`config.mk`:
```
export PLATFORM = sky130hd
export DESIGN_NAME = gffc_front
export DESIGN_NICKNAME = d
export VERILOG_FILES = /design/src/rtl/gffc_pkg.sv /design/src/rtl/gffc_front.sv
export SDC_FILE = /design/constraint.sdc
export NUM_CORES = 1
export LEC_CHECK = 0
export BUFFER_PORTS_ARGS = -buffer_cell sky130_fd_sc_hd__buf_2
export CAP_MARGIN = 20
export CORE_MARGIN = 3
export CORE_UTILIZATION = 29
export CTS_CLUSTER_DIAMETER = 200
export CTS_CLUSTER_SIZE = 8
export DETAILED_ROUTE_END_ITERATION = 8
export PLACE_DENSITY = 0.81
export SLEW_MARGIN = 10
export SYNTH_ARGS = -nofsm -noshare
export SYNTH_HDL_FRONTEND = slang
export SYNTH_SLANG_ARGS = --single-unit
```
`constraint.sdc`:
```
create_clock -name clock -period 2.5 [get_ports clock]
set_clock_uncertainty 0.1 [all_clocks]
set_input_delay 0.75 -clock clock [delete_from_list [all_inputs] [get_ports clock]]
set_output_delay 0.75 -clock clock [all_outputs]
set_load 0.05 [all_outputs]
```
`src/rtl/gffc_pkg.sv`:
```
package gffc_pkg;

   localparam int ROW_W      = 64;
   localparam int ID_W       = 6;
   localparam int COLOR_W    = 6;
   localparam int CNT_W      = 7;
   localparam int NUM_COLORS = 64;
   localparam int JOB_DEPTH  = 2;
   localparam int JOB_PTR_W  = 1;
   localparam int JOB_CNT_W  = 2;

   typedef struct packed {
      logic             valid;
      logic [ID_W-1:0]  addr;
      logic [ROW_W-1:0] data;
   } wr_type;

   typedef struct packed {
      logic job_pending;
      logic coloring;
   } hold_type;

   typedef enum logic [1:0] {
      BACK_IDLE,
      BACK_MASK,
      BACK_PICK
   } back_state_type;

endpackage

```
`src/rtl/gffc_front.sv`:
```
module gffc_front #(
   parameter int MAX_VERTICES = 64
) (
   input  logic                          clock,
   input  logic                          reset,
   input  logic                          req_valid,
   output logic                          req_stall,
   input  logic [gffc_pkg::ROW_W-1:0]    req_adj_row,
   input  logic                          req_row_last,
   input  gffc_pkg::hold_type            hold,
   output gffc_pkg::wr_type              wr,
   output logic                          job_push,
   output logic [gffc_pkg::CNT_W-1:0]    job_count
);

   localparam int CNTP_W = $clog2(MAX_VERTICES + 1);

   logic [CNTP_W-1:0] count_ff;
   logic [CNTP_W-1:0] count_in;
   logic [CNTP_W-1:0] count_next;
   logic              accept;
   logic              room;

   assign req_stall  = hold.job_pending | hold.coloring;
   assign accept     = req_valid & ~req_stall;
   assign room       = count_ff < CNTP_W'(MAX_VERTICES);
   assign count_next = room ? count_ff + 1'b1 : count_ff;

   always_comb begin
      wr.valid  = accept & room;
      wr.addr   = gffc_pkg::ID_W'(count_ff);
      wr.data   = req_adj_row;
      job_push  = accept & req_row_last;
      job_count = gffc_pkg::CNT_W'(count_next);
      count_in  = count_ff;
      if (accept) begin
         count_in = req_row_last ? '0 : count_next;
      end
   end

   always_ff @(posedge clock) begin
      if (reset) begin
         count_ff <= '0;
      end else begin
         count_ff <= count_in;
      end
   end

endmodule

```
==> key figures <==
Synthesis
  • Count leader, synth: buf_4
  • Sequential element share of the synthesized area: 14.4%
  • Ys flop type: dfxtp_1
  • EDFF count, synth: 0
  • Avg Inst Size Synth: 7.89 µm²
  • Post-synth net total: 194
  • Yosys warnings: 0
  • Yosys top cell by area: buf_4
  • Synth cell types: 26
  • Async S/R FF share, synth: 0%
  • Commonest cells in the netlist: buf_4 (70), a21oi_1 (7), dfxtp_1 (7), nor2_1 (7), xnor2_1 (4)
  • Syn Inst Count: 123
  • Share of the synthesized area in the top cell type: 54.1%
  • Synth Register Bits: 7
  • Mapped Area: 971 µm²
  • Dominant cells by area after synthesis: buf_4 (54%), dfxtp_1 (14%), a21oi_1 (3.6%), xnor2_1 (3.6%), nor2_1 (2.7%)

CTS
  • H-tree levels: 1
  • CTS tree: yes
  • Worst skew pair latency: 0.26 ns
  • Hold Buf Count CTS: 0
  • CTS Sinks: 7
  • TritonCTS Buffers: 3
  • CTS Root Buffer Type: clkbuf_4
  • Reg clk slew, reported paths: 0.06 ns
  • CTS Buffer Depth: 2

Worst setup path
  • Crit-path cells: buf_2 > or3b_4 > nor2_2 > buf_4
  • Reg2reg start: count_ff[2]$_SDFFE_PP0P_
  • Required time of the critical path: 1.65 ns
  • Worst reg2reg path depth: 4
  • Max stage delay cell, worst path: or3b_4
  • R2r setup slk: 0.87 ns
  • Critical Path Fanout Max: 3
  • Worst Setup Start Kind: input pin
  • Crit path max-delay family: simple AND/OR/NAND/NOR gates
  • Critical Path Max Stage Delay: 0.42 ns
  • RR Endpoint: count_ff[5]$_SDFFE_PP0P_
  • Critical path arrival: 1.60 ns
  • Crit path buffers/inverters: 2
  • Crit path depth: 4
  • Worst setup path class: input pin to primary output
  • CP endpoint kind: primary output

Floorplan
  • Die width: 63.9 µm
  • FP Rows: 20
  • Die height: 63.9 µm
  • Starting density of the core: 31.0%
  • Core Area: 3130 µm²
  • Total Die Area: 4080 µm²
  • Ports: 150

Global routing
  • Largest net degree at the start of global routing: 12
  • Initial antenna violation count: 0
  • Tot GR Track Use: 8.93%
  • First-pass GRT wire length: 2.75 mm
  • GRT overflow: 0
  • Vias in the first global route: 487

STA
  • Peak Freq: 408 MHz
  • Setup slack after layout: 0.0500 ns
  • Hold slack final: 0.394 ns
  • Slew Viols, Final: 0
  • Hold Vio Cnt, Final: 0
  • Final Critical Period: 2.45 ns
  • Worst-Margin Slew: 0.260 ns
  • Setup-failing EPs final: 0
  • Final Cycle Share: 98.0%
  • Rel. slew slack: 82.8%

Place
  • DP Area: 599 µm²
  • Dpl hpwl: 1.54 mm
  • Port bufs: 21
  • GPL Wtd Cong: 0.763
  • Placed cells: 117
  • Pre-CTS WS: -0.0807 ns

Hold path
  • Min-Delay Path Class: flop to flop
  • WHS Path Cells: 2
  • Worst hold endpoint: count_ff[4]$_SDFFE_PP0P_
  • Min-delay src: count_ff[4]$_SDFFE_PP0P_

Power and ir drop
  • Sequential Power Share: 44.0%
  • Cell leakage power: 0.302 nW
  • Cell internal pwr: 185 µW
  • Clock power frac: 42.2%
  • Pwr dens: 401 nW/µm²
  • Comb power frac: 13.7%
  • Peak VDD IR: 0.0000958 V
  • NetSw: 72.1 µW
  • Net Sw Frac: 28.1%

Detailed routing
  • Final ANT Viol Nets: 0
  • DRT Wirelength: 1.89 mm
  • Routed vias/inst: 4.26
  • TritonRoute pass-1 iters: 3
  • Residual DRC count: 0
  • Routed vias: 516
  • DRT iter0 DRCs: 64
  • Wirelength per Cell: 15.6 µm

Final layout
  • Nets: 149
  • Most flops, register: count_ff
  • Biggest regs: count_ff (7)
  • Area grow syn2layout: -34.1%
  • Design Area, Final: 639 µm²
  • Layout cell share with drive strength beyond 1: 45.5%
  • Post-Layout Cell Count: 121
  • Flip-flop count of the largest register after layout: 7
  • Fin util: 20.4%
  • Ant. Diodes: 0

Run status
  • Status: finished clean

Run
  • Max-Cap Viols: 0
-- metrics by stage --
step | total power, mW | setup TNS [ns]
2_1_floorplan | 0.414 | -0.164
3_3_place_gp | 0.149 | -0.143
3_5_place_dp | 0.149 | -0.148
4_1_cts | 0.258 | 0
5_1_grt | 0.268 | -0.00119
6_report | 0.257 | 0
-- power groups by stage --
stage | Sequential (mW) | Combinational [mW] | Clock (mW)
3_5_place_dp | 0.116 | 0.0337 | 0
5_1_grt | 0.113 | 0.0372 | 0.117
4_1_cts | 0.113 | 0.0353 | 0.109
6_report | 0.113 | 0.0352 | 0.108
2_1_floorplan | 0.115 | 0.298 | 0
3_3_place_gp | 0.115 | 0.0340 | 0
-- how the worst max path moves through the flow --
stage,startpoint,endpoint,slack (ns)
finish,hold[0],job_push,0.05
global route,count_ff[2]$_SDFFE_PP0P_,job_count[5],-0.001
CTS,count_ff[2]$_SDFFE_PP0P_,job_count[5],0.05
detailed placement,hold[0],job_push,-0.08
global placement,hold[0],job_push,-0.09
floorplan,hold[0],wr[70],-0.16
-- area by class of cell --
cell class | count | area [µm²]
clock buffer | 4 | 26.3
fill | 356 | 2490
inverter | 2 | 7.51
multi-input combinational | 41 | 280
sequential | 7 | 140
tap | 44 | 55.1
timing repair buffer | 23 | 130
-- repair_timing --
item	CTS	global route
endpoints found under the setup margin	2	2
resized for setup	3	5
pin swaps	0	1
setup buffers	0	0
-- layout by cell type, fill, tap and decap left out, drive strengths merged --
cell type,n
a21oi,7
a22oi,1
a41o,1
and2,1
and3b,1
and4b,1
buf,23
clkbuf,4
dfxtp,7
ha,1
inv,2
mux2,1
nand2,4
nand2b,1
nand3b,3
nand4b,1
nor2,7
o21ai,3
or2,1
or3b,1
or4,1
xnor2,4
xor2,1
-- per-layer routing --
layer	global-route usage [%]	vias to the layer above	share of wire, %	wire, µm
li1	-	233	-	-
met1	8.04	212	32	601
met2	11.4	55	41	782
met3	9.49	16	23	430
met4	7.01	0	3.9	74
met5	0	-	0	0
-- tightest hold or removal path: cells and delay by family (launching register included) --
kind | cells | cell delay, ns
simple gates | 1 | 0.06
flops | 1 | 0.33
compound gates | 1 | 0.05
-- logic make-up (layout without fill, tap and decap cells) --
logic type / Yosys count / count (layout) / share of synthesized area (%)
adders and majority gates: 1 / 1 / 1.29
muxes: 1 / 1 / 1.16
buffers and inverters: 75 / 29 / 57.6
xor gates and xnor gates: 5 / 5 / 4.51
and+or+nand+nor: 22 / 22 / 13.9
AOI/OAI and AO/OA: 12 / 12 / 7.09
DFF: 7 / 7 / 14.4
No activity file was read; power rests on OpenSTA's default activity.
