### src/rtl/gffc_pkg.sv
package gffc_pkg;

   localparam int ROW_W      = 64;
   localparam int ID_W       = 6;
   localparam int COLOR_W    = 6;
   localparam int CNT_W      = 7;
   localparam int NUM_COLORS = 64;
   localparam int JOB_DEPTH  = 2;
   localparam int JOB_PTR_W  = 1;
   localparam int JOB_CNT_W  = 2;

   typedef struct packed {
      logic             valid;
      logic [ID_W-1:0]  addr;
      logic [ROW_W-1:0] data;
   } wr_type;

   typedef struct packed {
      logic job_pending;
      logic coloring;
   } hold_type;

   typedef enum logic [1:0] {
      BACK_IDLE,
      BACK_MASK,
      BACK_PICK
   } back_state_type;

endpackage

### src/rtl/gffc_job_fifo.sv
module gffc_job_fifo (
   input  logic                       clock,
   input  logic                       reset,
   input  logic                       push,
   input  logic [gffc_pkg::CNT_W-1:0] push_count,
   input  logic                       pop,
   output logic                       not_empty,
   output logic [gffc_pkg::CNT_W-1:0] head_count
);

   logic [gffc_pkg::CNT_W-1:0]     slot_ff [gffc_pkg::JOB_DEPTH];
   logic [gffc_pkg::JOB_PTR_W-1:0] wr_ptr_ff;
   logic [gffc_pkg::JOB_PTR_W-1:0] rd_ptr_ff;
   logic [gffc_pkg::JOB_CNT_W-1:0] fill_ff;
   logic                           do_push;
   logic                           do_pop;

   assign not_empty  = fill_ff != '0;
   assign head_count = slot_ff[rd_ptr_ff];
   assign do_push    = push & (fill_ff != gffc_pkg::JOB_CNT_W'(gffc_pkg::JOB_DEPTH));
   assign do_pop     = pop & not_empty;

   always_ff @(posedge clock) begin
      if (do_push) begin
         slot_ff[wr_ptr_ff] <= push_count;
      end
   end

   always_ff @(posedge clock) begin
      if (reset) begin
         wr_ptr_ff <= '0;
         rd_ptr_ff <= '0;
         fill_ff   <= '0;
      end else begin
         if (do_push) begin
            wr_ptr_ff <= wr_ptr_ff + 1'b1;
         end
         if (do_pop) begin
            rd_ptr_ff <= rd_ptr_ff + 1'b1;
         end
         if (do_push && !do_pop) begin
            fill_ff <= fill_ff + 1'b1;
         end else if (do_pop && !do_push) begin
            fill_ff <= fill_ff - 1'b1;
         end
      end
   end

endmodule

### config.mk
export PLATFORM = sky130hd
export DESIGN_NAME = gffc_job_fifo
export DESIGN_NICKNAME = d
export VERILOG_FILES = /design/src/rtl/gffc_pkg.sv /design/src/rtl/gffc_job_fifo.sv
export SDC_FILE = /design/constraint.sdc
export NUM_CORES = 1
export LEC_CHECK = 0
export BUFFER_PORTS_ARGS = -buffer_cell sky130_fd_sc_hd__buf_2
export CAP_MARGIN = 20
export CORE_UTILIZATION = 35
export CTS_BUF_LIST = sky130_fd_sc_hd__clkbuf_2 sky130_fd_sc_hd__clkbuf_4 sky130_fd_sc_hd__clkbuf_8
export CTS_CLUSTER_DIAMETER = 40
export DETAILED_ROUTE_END_ITERATION = 12
export GPL_TIMING_DRIVEN = 0
export PLACE_DENSITY = 0.59
export SYNTH_ARGS = -nofsm -noshare
export SYNTH_HDL_FRONTEND = slang
export SYNTH_SLANG_ARGS = --single-unit
export TNS_END_PERCENT = 50
### constraint.sdc
create_clock -name clock -period 2.96 [get_ports clock]
set_input_delay 0.148 -clock clock [delete_from_list [all_inputs] [get_ports clock]]
set_output_delay 0.148 -clock clock [all_outputs]
set_load 0.01 [all_outputs]
==> flow_metrics.tcl, run 1 <==
set metrics [dict create \
    status "complete, no violations" \
    die_height_um 47.5 \
    area_growth_pct 21.2 \
    power_density_nw_per_um2 807 \
    wl_per_cell_um 10.6 \
    synth-async-reset-ratio 0 \
    wirelength_um 1030 \
    leakagePower_nw 0.360 \
    final_cell_area_um2 878 \
    io_pins 19 \
    cts_resized 0 \
    drc 0 \
    cts.sinks 19 \
    vias 423 \
    fin_setup_tns_ns 0 \
    gp_congestion 0.616 \
    wl_met1_um 434 \
    ff2ff_setup_slack_ns 1.39 \
    synth_nets 60 \
    ys_seq_elements 19 \
    ys_warn_count 0 \
    drive_above_1_share 0.443 \
    worstReg2RegEnd "fill_ff[1]$_SDFFE_PP0P_" \
    synth_cells 48 \
    synth_top_area_cell "edfxtp_1" \
    hold_start "push_count[3]" \
    max_slew.worst_pin.slew_ns 0.599 \
    drt_first_pass_iters 4 \
    r2r-start "fill_ff[0]$_SDFFE_PP0P_" \
    ir_drop_uv 362 \
    grt_pass1_wl_um 1520 \
    ff2ff_path_depth 6 \
    antenna_cells 0 \
    seq_area_frac_synth 0.718 \
    syn_area_um2 724 \
    holdPathStages 1 \
    setup_viol 0 \
    rows 16 \
    gr-usage-all-layers 0.102 \
    hpwl_um 763 \
    final-hold-violation-count 0 \
    worst-path-max-fanout 5 \
    initial_core_util 0.369 \
    synth_area_leaders "edfxtp_1 58%, dfxtp_1 14%, mux2_2 11%" \
    avgViaCountPerCell 4.36 \
    wl_met3_um 63 \
    clock.fmax_ghz 0.637 \
    path_clk_slew_ns 0.10 \
    port_buffers 18 \
    critPathArrivalTime_ns 1.79 \
    finalCritPeriodShare 0.530 \
    die_area_um2 2260 \
    cp-end-kind "flip-flop" \
    drtIter0Drc 2 \
    synth.top_cell.area_share 0.580 \
    grt_pass1_vias 387 \
    insertion_delay_ns 0.28 \
    postCtsSetupBuffers 0 \
    wl_met2_um 525 \
    cts_tree "done" \
    syn_avg_cell_area_um2 15.1 \
    required_ns 3.18 \
    hold_buffers 0 \
    slew_violations 0 \
    skew_ns 0.00304 \
    grt_antenna_before_repair 0 \
    startpoint_type "flip-flop" \
    drtAntennaViolNets 0 \
    gr-total-overflow 0 \
    finalNetCount 83 \
    path_class "reg2reg" \
    topRoutingLayerUsed "met4" \
    cts.htree.levels 1 \
    slew_headroom 0.599 \
    grt_max_degree 11 \
    rsz0062_at_grt "false" \
    ys.flop_type "edfxtp_1" \
    synth_edf_count 14 \
    min_path_type "in2reg" \
    fp.dieW_um 47.5 \
    root_buffer "clkbuf_4" \
    num-fill-cells 194 \
    synth_cell_types 16 \
    coreArea_um2 1960 \
    numCtsBuffers 3 \
    placed_cell_area_um2 848 \
    min_to "slot_ff[0][3]$_DFFE_PP_" \
    fin_crit_ns 1.57 \
    drv_cap 0 \
    cts.path.max_buffers 2 \
]
-- layout by cell type (no fill, tap or decap), drive strengths merged --
cell and instances:
buf 19, ha 1, xor2 3, nand2 1, clkbuf 4, mux2 7
inv 3, nand3 1, dfxtp 5, a21o 1, o21ai 2, or2 1
nand2b 1, nor2 4, or3 1, edfxtp 14, a21oi 2
-- cell type report --
type / instances / area (µm²) / share of cell area
Timing Repair Buffer: 18 / 90.1 / 0.103
Tap cell: 27 / 33.8 / 0.0385
Clock buffer: 4 / 30.0 / 0.0342
Inverter: 3 / 11.3 / 0.0128
Sequential cell: 19 / 520 / 0.593
Buffer: 1 / 5.00 / 0.00570
Multi-Input combinational cell: 25 / 188 / 0.214
-- sequential cells by signal, summed over array words and instances, names as in the netlist, named ones only --
register   cells
rd_ptr_ff      1
wr_ptr_ff      1
slot_ff       14
fill_ff        2
-- power breakdown --
group          internal, mW  switching [mW]
registers             0.339          0.0216
clock network        0.0614          0.0687
logic                 0.107           0.111
total                 0.507           0.201
-- worst max-delay path by stage --
stage,startpoint,cells past startpoint,slack (ns),endpoint
final,fill_ff[0]$_SDFFE_PP0P_,6,1.39,fill_ff[1]$_SDFFE_PP0P_
after global routing,fill_ff[0]$_SDFFE_PP0P_,6,1.24,fill_ff[1]$_SDFFE_PP0P_
after CTS,fill_ff[0]$_SDFFE_PP0P_,6,1.38,fill_ff[1]$_SDFFE_PP0P_
after detailed placement,fill_ff[0]$_SDFFE_PP0P_,6,1.41,fill_ff[1]$_SDFFE_PP0P_
after global placement,fill_ff[0]$_SDFFE_PP0P_,6,1.41,fill_ff[1]$_SDFFE_PP0P_
after floorplan,fill_ff[0]$_SDFFE_PP0P_,6,1.49,fill_ff[1]$_SDFFE_PP0P_
-- through the flow --
step / setup WS, ns / instances / power [mW] / utilization / hold WS [ns]
6_report: 1.39 / 97 / 0.708 / 0.448 / 0.0513
5_1_grt: 1.24 / 97 / 0.759 / 0.448 / 0.0350
4_1_cts: 1.38 / 97 / 0.719 / 0.448 / 0.0419
3_5_place_dp: 1.41 / 93 / 0.589 / 0.432 / 0.341
3_3_place_gp: 1.41 / 93 / 0.583 / 0.432 / 0.337
2_1_floorplan: 1.49 / 48 / 0.519 / - / 0.217
-- logic make-up after synthesis --
logic type,after synthesis,share of synthesized area
compound gates,5,0.0380
xor+xnor,3,0.0363
fa+ha+maj,1,0.0173
buf+inv,4,0.0224
flops,19,0.718
mux,7,0.109
simple gates,9,0.0587
-- worst max-delay path: stages, from the launching register on --
cell,delay [ns]
dfxtp_1,0.36
nand2b_1,0.18
nand2_1,0.09
inv_1,0.05
ha_1,0.32
or3_1,0.38
a21oi_1,0.14
-- synthesized netlist by cell type, drive strengths merged (2+ instances only) --
cell,instances
xor2,3
edfxtp,14
dfxtp,5
a21oi,2
o21ai,2
inv,3
nor2,4
mux2,7
-- metal layers --
layer | GRT usage | vias up
met2 | 0.175 | 16
met3 | 0.0415 | 2
li1 | - | 217
met4 | 0.0514 | 0
met1 | 0.106 | 188
met5 | 0 | -
(Power assumes the default switching activity.)
==> inputs of run 2 (changes only) <==
Clock period 2.96 ns to 1.55 ns, I/O delays scaled along.
==> flow_metrics.tcl, run 2 (synthesis gave the netlist of run 1 again) <==
set metrics [dict create \
    p_seq_frac 0.479 \
    cpMaxStageDelayCell "or3_1" \
    coreArea_um2 1960 \
    initial_core_util 0.369 \
    avgViaCountPerCell 4.31 \
    top_regs "slot_ff: 14 flops, fill_ff: 2 flops" \
    numCtsBuffers 3 \
    p_clk_frac 0.171 \
    final_cell_mix "19 x buf_2, 14 x edfxtp_1, 8 x dlygate4sd3_1" \
    drtIter0Drc 4 \
    grt_pass1_vias 435 \
    regArea_um2 526 \
    skew_ns 0.000706 \
    largest_reg_flops 14 \
    wl_per_cell_um 10.9 \
    worst-path-max-fanout 4 \
    wirelength_um 1160 \
    p_int_mw 1.04 \
    netSwitchingFraction 0.289 \
    slew_headroom 0.601 \
    grt_antenna_before_repair 0 \
    final_cell_area_um2 1000 \
    cts_tree "done" \
    fp.dieW_um 47.5 \
    io_pins 19 \
    min_path_type "in2reg" \
    die_area_um2 2260 \
    path_cells "nand2b_4 > nand2_4 > inv_2 > ha_4 > xor2_1 > or3_1 > a21oi_2" \
    num-fill-cells 190 \
    antenna_cells 0 \
    finalCritPeriodShare 0.941 \
    final_common_cell "buf_2" \
    drc 0 \
    rows 16 \
    cts.path.max_buffers 2 \
    root_buffer "clkbuf_4" \
    finalNetCount 92 \
    placed_cell_area_um2 848 \
    required_ns 1.77 \
    startpoint_type "flip-flop" \
    clock.fmax_ghz 0.686 \
    use_met1 0.111 \
    drt_first_pass_iters 4 \
    gr-total-overflow 0 \
    hpwl_um 763 \
    rsz0062_at_grt "false" \
    cts.htree.levels 1 \
    max_slew.worst_pin.slew_ns 0.596 \
    drv_cap 0 \
    grt_pass1_wl_um 1630 \
    setup_viol 0 \
    area_growth_pct 38.3 \
    gp_congestion 0.616 \
    slew_violations 0 \
    critPathArrivalTime_ns 1.68 \
    use_met2 0.195 \
    drtAntennaViolNets 0 \
    largest_register "slot_ff" \
    comb_power_share 0.350 \
    status "complete, no violations" \
    leakagePower_nw 0.404 \
    power_switching_mw 0.422 \
    cpPeakStageDelay_ns 0.39 \
    utilization 0.511 \
    port_buffers 18 \
    multiInputGateArea_um2 219 \
    cts.sinks 19 \
    vias 457 \
    power_density_nw_per_um2 1460 \
    cp-end-kind "flip-flop" \
    gr-usage-all-layers 0.108 \
    globalRouteMet3Util 0.0377 \
    die_height_um 47.5 \
    path_class "reg2reg" \
    insertion_delay_ns 0.28 \
    final-hold-violation-count 0 \
    grt_max_degree 11 \
    path_clk_slew_ns 0.10 \
    drive_above_1_share 0.494 \
    fin_setup_tns_ns 0 \
    fin_crit_ns 1.46 \
    ir_drop_uv 745 \
    top_usage_layer "met2" \
]
## run 2: cell count changes in the layout (fill, tap and decap cells not counted), sizes merged
cell         delta
buf             +1
dlygate4sd3     +8
## run 2: final timing paths
check                                          endpoint  slack (ns)                    start  cells after the start
worst max-delay path            fill_ff[1]$_SDFFE_PP0P_        0.09  fill_ff[0]$_SDFFE_PP0P_                      7
worst min-delay path             wr_ptr_ff$_SDFFE_PP0P_        0.12                     push                      3
worst max register to register  fill_ff[1]$_SDFFE_PP0P_        0.09  fill_ff[0]$_SDFFE_PP0P_                      7
worst min register to register   rd_ptr_ff$_SDFFE_PP0P_        0.53   rd_ptr_ff$_SDFFE_PP0P_                      2
## run 2: stage by stage
| stage | hold slack (ns) | std cells | total power [mW] | setup slack (ns) |
|---|---|---|---|---|
| finish | 0.122 | 106 | 1.46 | 0.0912 |
| global route | 0.109 | 106 | 1.56 | 0.00293 |
| CTS | 0.0104 | 104 | 1.41 | 0.0651 |
| detailed placement | 0.270 | 93 | 1.13 | -0.00357 |
| global placement | 0.267 | 93 | 1.11 | -0.00177 |
| floorplan | 0.147 | 48 | 0.991 | 0.0756 |
## run 2: area by class of cell
type                    instances  share of cell area
clock buffers                   4              0.0300
well taps                      27              0.0337
multi-input cells              25               0.218
plain buffers                   1             0.00499
inverters                       3              0.0112
flip-flops and latches         19               0.524
repair buffers                 27               0.177
## run 2: metal layers
metal	part of all wire	vias up
met3	0.042	2
met2	0.52	14
met4	0.0069	0
met5	0	-
li1	-	234
met1	0.43	207
## run 2: what timing repair did
action                                  in CTS  in global routing
hold endpoints to repair                    14                  1
pin swaps                                    0                  3
buffers inserted                             0                  1
gates resized for setup                      3                  7
hold buffers                                 7                  1
endpoints found under the setup margin       1                  8
## run 2: worst max-delay path, delay by kind of cell (launching register included)
kind / cells / cell delay [ns]
XOR/XNOR: 1 / 0.14
flip-flops: 1 / 0.36
adder cells (fa/ha/maj): 1 / 0.14
buffers and inverters: 1 / 0.04
AND/OR/NAND/NOR: 3 / 0.60
AO/OA/AOI/OAI: 1 / 0.11
## run 2: power groups by stage
stage / clock network, mW / logic (mW) / registers [mW]
CTS: 0.258 / 0.463 / 0.692
detailed placement: 0 / 0.425 / 0.700
floorplan: 0 / 0.302 / 0.688
finish: 0.250 / 0.511 / 0.699
global route: 0.274 / 0.574 / 0.712
global placement: 0 / 0.418 / 0.696
==> inputs of run 3 (changes only) <==
Clock period 1.55 ns to 1.45 ns, I/O delays scaled along.
==> flow_metrics.tcl, run 3 (synthesis gave the netlist of run 1 again) <==
set metrics [dict create \
    setup_viol 0 \
    grt_pass1_vias 423 \
    io_pins 19 \
    gr-total-overflow 0 \
    largest_reg_flops 14 \
    final_cell_mix "19 x buf_2, 14 x edfxtp_1, 8 x dlygate4sd3_1" \
    cts.sinks 19 \
    wirelength_um 1170 \
    root_buffer "clkbuf_4" \
    grt_antenna_before_repair 0 \
    initial_core_util 0.369 \
    drive_above_1_share 0.506 \
    drv_cap 0 \
    path_class "reg2reg" \
    fp.dieW_um 47.5 \
    insertion_delay_ns 0.28 \
    cts_tree "done" \
    required_ns 1.67 \
    wl_per_cell_um 11.1 \
    worst-path-max-fanout 4 \
    dp_cells 93 \
    coreArea_um2 1960 \
    antenna_cells 0 \
    max_slew.worst_pin.slew_ns 0.649 \
    avgViaCountPerCell 4.37 \
    finalNetCount 92 \
    min_path_type "in2reg" \
    ir_drop_uv 892 \
    cp-end-kind "flip-flop" \
    vias 463 \
    largest_register "slot_ff" \
    drtAntennaViolNets 0 \
    slew_headroom 0.566 \
    ff2ff_path_depth 7 \
    top_regs "slot_ff: 14 flops, fill_ff: 2 flops" \
    gp_congestion 0.628 \
    rows 16 \
    cts.path.max_buffers 2 \
    critPathArrivalTime_ns 1.66 \
    grt_max_degree 11 \
    leakagePower_nw 0.403 \
    fin_cells 106 \
    drt_first_pass_iters 4 \
    cts.htree.levels 1 \
    hpwl_um 743 \
    grt_pass1_wl_um 1670 \
    path_clk_slew_ns 0.10 \
    port_buffers 18 \
    die_area_um2 2260 \
    area_growth_pct 38.2 \
    final-hold-violation-count 0 \
    rsz0062_at_grt "true" \
    die_height_um 47.5 \
    status "complete, no violations" \
    drc 0 \
    gr-usage-all-layers 0.113 \
    p_total_mw 1.58 \
    finalCritPeriodShare 0.994 \
    drtIter0Drc 9 \
    power_density_nw_per_um2 1580 \
    fin_crit_ns 1.44 \
    final_common_cell "buf_2" \
    clock.fmax_ghz 0.694 \
    numCtsBuffers 3 \
    holdPathStages 3 \
    fin_setup_tns_ns 0 \
    skew_ns 0.00175 \
    slew_violations 0 \
    startpoint_type "flip-flop" \
]
==> run 3: final cells by class <==
cell class	count	area [µm²]
timing repair buffer	27	178
buffer	1	5.00
sequential	19	526
inverter	3	11.3
multi-input combinational	25	218
clock buffer	4	30.0
fill	199	961
tap	27	33.8
==> run 3: stage by stage <==
step | util | setup slack [ns] | cell area [µm²] | hold slack (ns)
after floorplan | - | 0.00476 | 732 | 0.142
after global placement | 0.436 | -0.0991 | 856 | 0.260
after global routing | 0.510 | -0.0445 | 1000 | 0.0925
final | 0.510 | 0.00909 | 1000 | 0.103
after detailed placement | 0.436 | -0.104 | 856 | 0.264
after CTS | 0.508 | 0.0156 | 997 | 0.0883
==> run 3: final timing paths <==
kind | start | end | slack (ns)
max reg2reg | fill_ff[0]$_SDFFE_PP0P_ | fill_ff[1]$_SDFFE_PP0P_ | 0.009
max | fill_ff[0]$_SDFFE_PP0P_ | fill_ff[1]$_SDFFE_PP0P_ | 0.009
min | push | wr_ptr_ff$_SDFFE_PP0P_ | 0.10
min reg2reg | rd_ptr_ff$_SDFFE_PP0P_ | rd_ptr_ff$_SDFFE_PP0P_ | 0.51
==> run 3: timing repair <==
item	CTS	global route
setup buffers	1	0
pin swaps	1	0
endpoints found under the hold margin	19	0
endpoints found under the setup margin	8	5
resized for setup	8	1
hold buffers	8	0
cloned	0	0
==> run 3: worst max-delay path, stage by stage (launching register included) <==
cell and delay [ns]:
dfxtp_4 0.37, nand2b_4 0.14, nand2_2 0.08, inv_2 0.05, ha_4 0.15, xor2_1 0.15, or3_1 0.32, a21oi_2 0.12
==> run 3: report_power, final <==
| group | internal, mW | switching, mW |
|---|---|---|
| registers | 0.701 | 0.0481 |
| clock network | 0.125 | 0.145 |
| logic | 0.290 | 0.269 |
| total | 1.12 | 0.463 |
==> run 3: per-layer routing <==
layer / global-route usage / up-vias / wire length, µm
met4: 0.0514 / 0 / 22
met5: 0 / - / 0
met3: 0.0340 / 4 / 61
li1: - / 234 / -
met1: 0.118 / 207 / 503
met2: 0.208 / 18 / 587
